<file path="src/swrm_ram.sv">
`timescale 1ns / 1ps
module swrm_ram #(
   parameter int Width = 8,
   parameter int Depth = 16
) (
   input  logic                     clock,
   input  logic                     we,
   input  logic [$clog2(Depth)-1:0] waddr,
   input  logic [Width-1:0]         wdata,
   input  logic [$clog2(Depth)-1:0] raddr,
   output logic [Width-1:0]         rdata
);
   logic [Width-1:0] mem [Depth];
   logic [Width-1:0] rdata_ff;

   always_ff @(posedge clock) begin
      if (we) begin
         mem[waddr] <= wdata;
      end
      rdata_ff <= mem[raddr];
   end

   assign rdata = rdata_ff;
endmodule

</file>
<file path="config.mk">
export PLATFORM = sky130hd
export DESIGN_NAME = swrm_ram
export DESIGN_NICKNAME = d
export VERILOG_FILES = /design/src/swrm_ram.sv
export SDC_FILE = /design/constraint.sdc
export NUM_CORES = 1
export LEC_CHECK = 0
export BUFFER_PORTS_ARGS = -buffer_cell sky130_fd_sc_hd__clkbuf_2
export CAP_MARGIN = 15
export CORE_ASPECT_RATIO = 1.5
export CORE_MARGIN = 8
export CORE_UTILIZATION = 35
export CTS_CLUSTER_DIAMETER = 30
export DETAILED_ROUTE_END_ITERATION = 7
export SETUP_SLACK_MARGIN = 0.15
export SLEW_MARGIN = 20
export SYNTH_ARGS = -nofsm -noshare
export SYNTH_HDL_FRONTEND = slang
export SYNTH_SLANG_ARGS = --single-unit
export TNS_END_PERCENT = 100
</file>
<file path="constraint.sdc">
create_clock -name clock -period 1.8 [get_ports clock]
set_clock_uncertainty 0.1 [all_clocks]
set_input_delay 0.18 -clock clock [delete_from_list [all_inputs] [get_ports clock]]
set_output_delay 0.18 -clock clock [all_outputs]
set_load 0.03 [all_outputs]
</file>
==> impl_metrics.yaml <==
timing:
  timing.final.hold_violations: 0
  min_period_over_period_pct: 80.47
  maxSlewHeadroom_pct: 74.55
  holdWs_ns: 0.09888
  fin_crit_ns: 1.448
  fmax_mhz: 690.4
  rsz0062_at_grt: "false"
  worst_pin_slew_ns: 0.3817
  setup_viol: 0
  tns_ns: 0
  slew_viol_final: 0
synthesis:
  syn_inst: 229
  synth_area_per_cell_um2: 22.48
  synth_seq_cells: 136
  ys_warn_count: 0
  synth_fp_nets: 247
  mappedNetlistArea_um2: 5147
  synth_cell_type_count: 19
  ys_seq_area_share_pct: 77.78
grt:
  grt_usage_pct: 11.68
  overflow: 0
  grt_pass1_wl_um: 15730
  grt_start_max_net_pins: 33
  antenna_found_initial: 0
  grt_pass1_vias: 2675
drt:
  drt-total-wl_um: 10130
  viasPerCell: 4.832
  drtIter0Drc: 161
  wl_per_cell_um: 20.23
  postRouteAntennaNets: 0
  firstDrtPassIters: 5
  num_vias: 2421
  drc_errors: 0
clock_network:
  htreeDepth: 4
  clock-sinks: 136
  cts.reportedPaths.clkPinSlew_ns: 0.06
  clock_path_buffers: 2
  numCtsBuffers: 17
  cts_post_setup_buffers_inserted: 0
  clockRootBuffer: "clkbuf_16"
  clock_latency_ns: 0.41
  hold_buffers: 0
  postCtsResizedCells: 0
  cts_tree: "yes"
power_and_ir_drop:
  power.share.switching_pct: 20.31
  p_switching_w: 0.001502
  power.static_leakage_nw: 2.150
  seq_power_share_pct: 48.2
  vdd_drop_max_uv: 647.4
  p_comb_share_pct: 5.0
  cellPowerDensity_nw_per_um2: 1179
  intPower_w: 0.005894
  pwr-share-clk_pct: 46.8
  total_power_w: 0.007396
layout:
  final_cell_mix: "128 x edfxtp_1, 27 x buf_4, 25 x clkbuf_2"
  final_common_cell: "edfxtp_1"
  final.fill_count: 1284
  seq_area_um2: 4004
  fin_nets: 310
  drive_gt1_share_pct: 33.77
  num_antenna_cells: 0
  multiInputGateArea_um2: 1062
  syn2layout_area_growth_pct: 21.93
status:
  outcome: "complete, no violations"
floorplan:
  pin_count: 26
  die_area_um2: 18920
  die_x_um: 115.0
  initial_utilization_pct: 35.60
  rows: 54
  core_area_um2: 14460
  die_h_um: 164.5
hold_path:
  hp-class: "in2reg"
place:
  port_buffers: 25
  routabilityCongestion: 0.7577
  dp_hpwl_um: 6869
worst_setup_path:
  startpoint_type: "flop"
  critical_path_class: "reg2reg"
  crit_family: "multiplexers"
  cp_slowest_cell: "mux4_1"
  path_buf_inv: 0
  path_cells: "mux4_1 -> a22oi_1 -> nand2_1"
  critPathMaxFanout: 1
  crit_required_ns: 2.00
  cp.arrival_ns: 1.64
  endpoint_kind: "flop"
  slowest_delay_ns: 0.54
run:
  max-cap-violations: 0
-- area by class of cell --
class	count	share of cell area (%)
Timing Repair Buffer	54	5.861
Tap cell	196	3.907
Sequential cell	136	63.80
Clock buffer	19	7.057
Clock inverter	13	2.452
Multi-Input combinational cell	83	16.93
-- kinds of logic after synthesis --
logic type | share of synthesized area [%]
simple gates | 3.184
compound gates | 2.334
buf+inv | 1.677
flops | 77.78
mux | 15.02
-- worst register-to-register path, stage by stage (launching register included) --
cell and delay [ns]:
edfxtp_1 0.37, mux4_1 0.54, a22oi_1 0.24, nand2_1 0.08
-- Yosys cell counts, drive strengths merged --
| cell type | count | area share (%) |
|---|---|---|
| edfxtp | 128 | 75 |
| mux4 | 32 | 15 |
| a22oi | 16 | 2.3 |
| nor2 | 13 | 0.95 |
| nand2 | 9 | 0.66 |
| dfxtp | 8 | 3.1 |
| buf | 7 | 1.1 |
| nor3 | 4 | 0.39 |
| clkdlybuf4s25 | 3 | 0.58 |
| nand2b | 2 | 0.24 |
| nand3b | 2 | 0.29 |
| and2 | 1 | 0.12 |
| and2b | 1 | 0.15 |
| nand3 | 1 | 0.097 |
| nor2b | 1 | 0.12 |
| or3b | 1 | 0.17 |
-- worst paths after layout --
kind                              from                  end  slack, ns  depth (start not counted)
setup reg to reg   mem[0][2]$_DFFE_PP_     rdata[2]$_DFF_P_       0.35                          3
hold reg to reg   mem[15][1]$_DFFE_PP_     rdata[1]$_DFF_P_       0.58                          3
hold / removal                wdata[6]  mem[4][6]$_DFFE_PP_        0.1                          1
setup / recovery   mem[0][2]$_DFFE_PP_     rdata[2]$_DFF_P_       0.35                          3
-- registers in the layout (all words and copies together) (netlist names) --
name	flops
mem	128
rdata	8
-- metal layers --
metal,part of all wire [%],global-route usage [%],up-vias
li1,-,-,1102
met3,4.1,3.734,21
met1,41,12.84,1232
met2,52,19.69,66
met4,3.1,6.299,0
met5,0,0,-
-- power by group through the flow --
stage,Sequential (W),Combinational [W],Clock [W]
after CTS,0.00356,0.000382,0.00351
final,0.00356,0.000373,0.00346
after detailed placement,0.00363,0.000382,0
after floorplan,0.00366,0.000180,0
after global placement,0.00363,0.000374,0
after global routing,0.00357,0.000404,0.00365
-- through the flow --
| stage | area [µm²] | util, % | setup WS (ns) | instances |
|---|---|---|---|---|
| 4_1_cts | 6276 | 43.41 | 0.3446 | 501 |
| 5_1_grt | 6276 | 43.41 | 0.2786 | 501 |
| 2_1_floorplan | 5152 | - | 0.2539 | 229 |
| 3_5_place_dp | 5679 | 39.28 | 0.06183 | 469 |
| 6_report | 6276 | 43.41 | 0.3516 | 501 |
| 3_3_place_gp | 5679 | 39.28 | 0.04944 | 469 |
Power figures use the tool's default switching activity.
