--- config.mk ---
export PLATFORM = sky130hd
export DESIGN_NAME = swrm_div
export DESIGN_NICKNAME = d
export VERILOG_FILES = /design/src/swrm_pkg.sv /design/src/swrm_div.sv
export SDC_FILE = /design/constraint.sdc
export NUM_CORES = 1
export LEC_CHECK = 0
export BUFFER_PORTS_ARGS = -buffer_cell sky130_fd_sc_hd__buf_2
export CORE_MARGIN = 2
export CORE_UTILIZATION = 56
export DETAILED_ROUTE_END_ITERATION = 16
export GPL_ROUTABILITY_DRIVEN = 0
export HOLD_SLACK_MARGIN = 0.06
export MAX_ROUTING_LAYER = met4
export PLACE_DENSITY = 0.85
export SYNTH_ARGS = -nofsm -noshare
export SYNTH_HDL_FRONTEND = slang
export SYNTH_SLANG_ARGS = --single-unit
export TNS_END_PERCENT = 50
--- constraint.sdc ---
create_clock -name clock -period 8 [get_ports clock]
set_input_delay 0 -clock clock [delete_from_list [all_inputs] [get_ports clock]]
set_output_delay 0 -clock clock [all_outputs]
set_load 0.005 [all_outputs]
--- src/swrm_pkg.sv ---
`timescale 1ns / 1ps
package swrm_pkg;
   localparam int MaxBuckets = 1024;
   localparam int IdxW = $clog2(MaxBuckets);
   localparam int FillW = $clog2(MaxBuckets + 1);
   localparam int TimeW = 48;
   localparam int SumW = 64;
   localparam int SampW = 32;
   localparam int WinW = 11;
   localparam int ScaleW = 16;
   localparam int MemW = TimeW + SumW + SampW;
   localparam int AddrW = 1;

   localparam logic [AddrW-1:0] RegMaxWin = 1'd0;
   localparam logic [AddrW-1:0] RegScale = 1'd1;

   typedef enum logic [1:0] {
      OP_ADD = 2'd0,
      OP_QUERY = 2'd1,
      OP_SETWIN = 2'd2,
      OP_CLEAR = 2'd3
   } op_type;

   typedef enum logic [3:0] {
      ST_IDLE,
      ST_SETWIN,
      ST_DROP_RD,
      ST_DROP_CHK,
      ST_ADD_START,
      ST_ADD_NEW_RD,
      ST_ADD_NEW_CHK,
      ST_ADD_WR,
      ST_Q_PREP,
      ST_Q_MUL,
      ST_Q_DIV,
      ST_Q_DONE,
      ST_OUT
   } state_type;

   typedef struct packed {
      logic start;
      logic [SumW+SampW-1:0] dividend_hi;
   } div_ctl_type;

   typedef struct packed {
      logic busy;
      logic done;
   } div_sts_type;
endpackage

--- src/swrm_div.sv ---
`timescale 1ns / 1ps
// restoring divider: 96-bit dividend {t2,t1,t0}, 12-bit divisor, one bit per cycle
module swrm_div
   import swrm_pkg::*;
(
   input  logic               clock,
   input  logic               reset,
   input  div_ctl_type        ctl,
   input  logic [WinW:0]      divisor,
   output div_sts_type        sts,
   output logic [SumW-1:0]    quotient
);
   localparam int DivN = SumW + SampW;
   localparam int CntW = $clog2(DivN + 1);

   logic [DivN-1:0] num_ff, num_in;
   logic [WinW+1:0] rem_ff, rem_in;
   logic [CntW-1:0] cnt_ff, cnt_in;
   logic            busy_ff, busy_in;
   logic            done_ff, done_in;
   logic [WinW+1:0] trial;

   always_comb begin
      num_in = num_ff;
      rem_in = rem_ff;
      cnt_in = cnt_ff;
      busy_in = busy_ff;
      done_in = 1'b0;
      trial = {rem_ff[WinW:0], num_ff[DivN-1]};
      if (ctl.start) begin
         num_in = ctl.dividend_hi;
         rem_in = '0;
         cnt_in = CntW'(DivN);
         busy_in = 1'b1;
      end else if (busy_ff) begin
         num_in = {num_ff[DivN-2:0], 1'b0};
         if (trial >= {1'b0, divisor}) begin
            rem_in = trial - {1'b0, divisor};
            num_in[0] = 1'b1;
         end else begin
            rem_in = trial;
         end
         cnt_in = cnt_ff - 1'b1;
         if (cnt_ff == CntW'(1)) begin
            busy_in = 1'b0;
            done_in = 1'b1;
         end
      end
   end

   always_ff @(posedge clock) begin
      if (reset) begin
         busy_ff <= 1'b0;
         done_ff <= 1'b0;
         cnt_ff <= '0;
      end else begin
         busy_ff <= busy_in;
         done_ff <= done_in;
         cnt_ff <= cnt_in;
      end
      num_ff <= num_in;
      rem_ff <= rem_in;
   end

   assign sts.busy = busy_ff;
   assign sts.done = done_ff;
   assign quotient = num_ff[SumW-1:0];
endmodule

==> key figures <==
Synth
  – Mux cell area share after synthesis: 18.3%
  – Yosys reg bits: 117
  – Synth unique cells: 46
  – Post-synthesis simple-gate area fraction: 5.31%
  – Synth top area share: 47.6%
  – Post-Synth Adder-Cell Area: 3.22%
  – Post-Syn Area: 6060 µm²
  – Syn nets: 596
  – Synth Instances: 470
  – Yosys synthesis warning count: 0
  – Async SR Flop Fraction: 0%
  – Main flop type after synthesis: edfxtp_1
  – Number of synthesized flops with an enable pin: 96
  – Synth Area in Compound Gates: 6.42%
  – Register area share after synthesis: 54.5%
  – Largest family of logic cells by synthesized area: multiplexers
  – Post-Synth XOR/XNOR Area: 1.73%
  – Area leader, netlist: edfxtp_1
  – Largest cells by area after synthesis: edfxtp_1 (48%), mux2_2 (18%), buf_4 (8.2%), dfxtp_1 (6.9%), ha_1 (2.9%)
  – Syn Area/Cell: 12.9 µm²

CTS
  – Post_cts resized: 0
  – Clock root buffer: clkbuf_8
  – Max Root-Sink Buffers: 2
  – Total CTS buffers: 17
  – Worst-skew pair later-pin latency: 0.50 ns
  – # H-tree levels: 4
  – Clk sinks: 117
  – CTS tree: yes
  – Clock transition at path regs: 0.06 ns

Global routing
  – Largest net degree at the start of global routing: 59
  – Global-route wire length before repair: 22700 µm
  – Gr ovfl total: 0
  – Vias in the first global route: 4606
  – Total GRT Usage: 26.7%
  – Antenna violations before repair: 0

Cells and area
  – Layout Cells excl Fill: 832
  – Share of cells above drive strength 1: 45.2%
  – FILL cells: 623
  – Layout Nets: 809
  – P&R area growth vs syn: 34.2%

STA
  – Fmax: 340 MHz
  – # setup viols final: 0
  – Max Slew Vio Count: 0
  – Worst-margin pin slew: 0.958 ns
  – RSZ-0062 raised after global routing: no
  – Clk_skew: 0.00992 ns
  – Min Tclk post-route: 2.94 ns
  – WHS: 0.0944 ns
  – Slew HR: 36.0%
  – Final hold violation count: 0
  – Tcrit/Tclk final: 36.7%
  – Post-route setup TNS: 0 ns

Place
  – Port-buffer cells: 176
  – Placed cells: 700
  – Placed wire-length estimate: 8630 µm

Run status
  – Outcome: completed

Critical path
  – Critical Path RT: 8.14 ns
  – CP cell instances: inv_1, nand2_4, buf_4
  – Crit start category: register
  – Buffers plus inverters on the worst setup path: 2
  – Arr. time, crit path: 3.07 ns
  – Setup CP Type: reg2reg
  – Critical path's slowest cell: dfxtp_1
  – Delay-heaviest family, CP: buffers and inverters
  – Slowest stage delay, CP: 0.95 ns
  – Critical-path maximum fanout: 49
  – Critical Path End Type: register

Route
  – Post-Route WL: 15000 µm
  – ANT nets after route: 0
  – Routed len/inst: 18.0 µm
  – Drt drc: 0
  – Via density: 5.25
  – Initial DRC count: 249
  – Vias: 4371
  – Drt pass-1 iters: 4

Die
  – I/O pin cnt: 177
  – Die ar.: 11700 µm²
  – Core area: 10400 µm²
  – Chip height: 108 µm
  – Initial Util: 58.2%
  – Rows: 37
  – Chip Width: 108 µm

Power
  – Worst vdd ir: 0.000263 V
  – Power per cell area: 219 nW/µm²
  – Leak pwr: 3.40 nW

Run
  – Max-Cap Viols: 0

Hold path
  – HP Class: in2reg
placed cells by master, fill, tap and decap left out, drive strengths merged, types with 2 or more instances in the layout:
master	count
nand2	23
xnor2	6
nor2	28
clkinv	6
nor3	4
a21boi	2
inv	18
a31oi	3
xor2	6
clkbuf	21
buf	178
bufinv	3
a311oi	7
dlygate4sd3	100
and3	2
nor2b	2
a21oi	12
o21ai	10
mux2	98
nand3	5
a41oi	2
or3	4
dfxtp	21
o31ai	2
o21a	3
ha	14
a211oi	4
a21o	4
edfxtp	96
kinds of logic after synthesis:
family	after synthesis
and+or+nand+nor	72
muxes	98
DFF	117
adders and majority gates	15
xor gates and xnor gates	12
buffers and inverters	102
AOI/OAI and AO/OA	54
path summary, 6_finish.rpt:
check / start / to / slack [ns] / depth (start not counted)
max: busy_ff / num_ff[63] / 5.06 / 3
min: ctl[96] / rem_ff[0] / 0.09 / 2
max reg2reg: busy_ff / num_ff[63] / 5.06 / 3
min reg2reg: cnt_ff[1] / cnt_ff[1] / 0.50 / 2
worst register-to-register path, delay by kind of cell, from the launching register on:
| kind | cells | cell delay [ns] |
|---|---|---|
| buffers and inverters | 2 | 1.03 |
| flip-flops | 1 | 0.95 |
| AND/OR/NAND/NOR | 1 | 0.58 |
area by class of cell:
class,count,area [µm²],share of cell area [%]
Timing Repair Buffer,278,1900,23.4
Antenna cell,1,2.50,0.0308
Multi-Input combinational cell,251,2130,26.2
Inverter,18,67.6,0.831
Tap cell,136,170,2.09
Clock inverter,10,131,1.62
Sequential cell,117,3300,40.6
Clock buffer,21,429,5.28
routing by layer:
metal / up-vias / share of wire (%) / GRT usage [%]
met4: 0 / 2.6 / 11.8
met5: - / 0 / -
li1: 2079 / - / -
met3: 36 / 5.0 / 5.85
met1: 2083 / 38 / 29.9
met2: 173 / 54 / 46.0
power breakdown:
| group | switching [mW] | internal, mW | leakage [nW] |
|---|---|---|---|
| Clock | 0.259 | 0.470 | 0.276 |
| Combinational | 0.127 | 0.153 | 1.99 |
| Sequential | 0.0362 | 0.737 | 1.14 |
sequential cells by signal, indices dropped and copies added (netlist names):
signal	flops
busy_ff	1
rem_ff	12
done_ff	1
num_ff	96
cnt_ff	7
synth_stat cells, types with 3 or more instances:
cell type	n
o21ai_0	9
xnor2_1	6
nand2_1	23
xor2_1	6
nand3_1	5
ha_1	14
nor3_1	4
clkbuf_1	8
edfxtp_1	96
o21a_1	3
a21oi_1	11
dfxtp_1	21
mux2_2	97
inv_1	17
nor2_1	28
buf_1	4
or3_1	3
a311oi_1	7
buf_2	6
buf_4	66
a31oi_1	3
through the flow:
stage                     util (%)  setup slack, ns  power [mW]  instance area (µm²)
after CTS                     78.0             5.09        1.78                 8130
after global placement        63.0             5.22        1.00                 6570
after floorplan                  -             4.91       0.962                 6060
final                         78.0             5.06        1.78                 8130
after detailed placement      63.0             5.09        1.01                 6570
after global routing          78.0             4.86        1.85                 8130
what timing repair did:
| action | 4_1_cts | 5_1_grt |
|---|---|---|
| buffers inserted | 0 | 0 |
| hold buffers | 100 | 0 |
| endpoints found under the hold margin | 108 | 0 |
(Power assumes the default switching activity.)
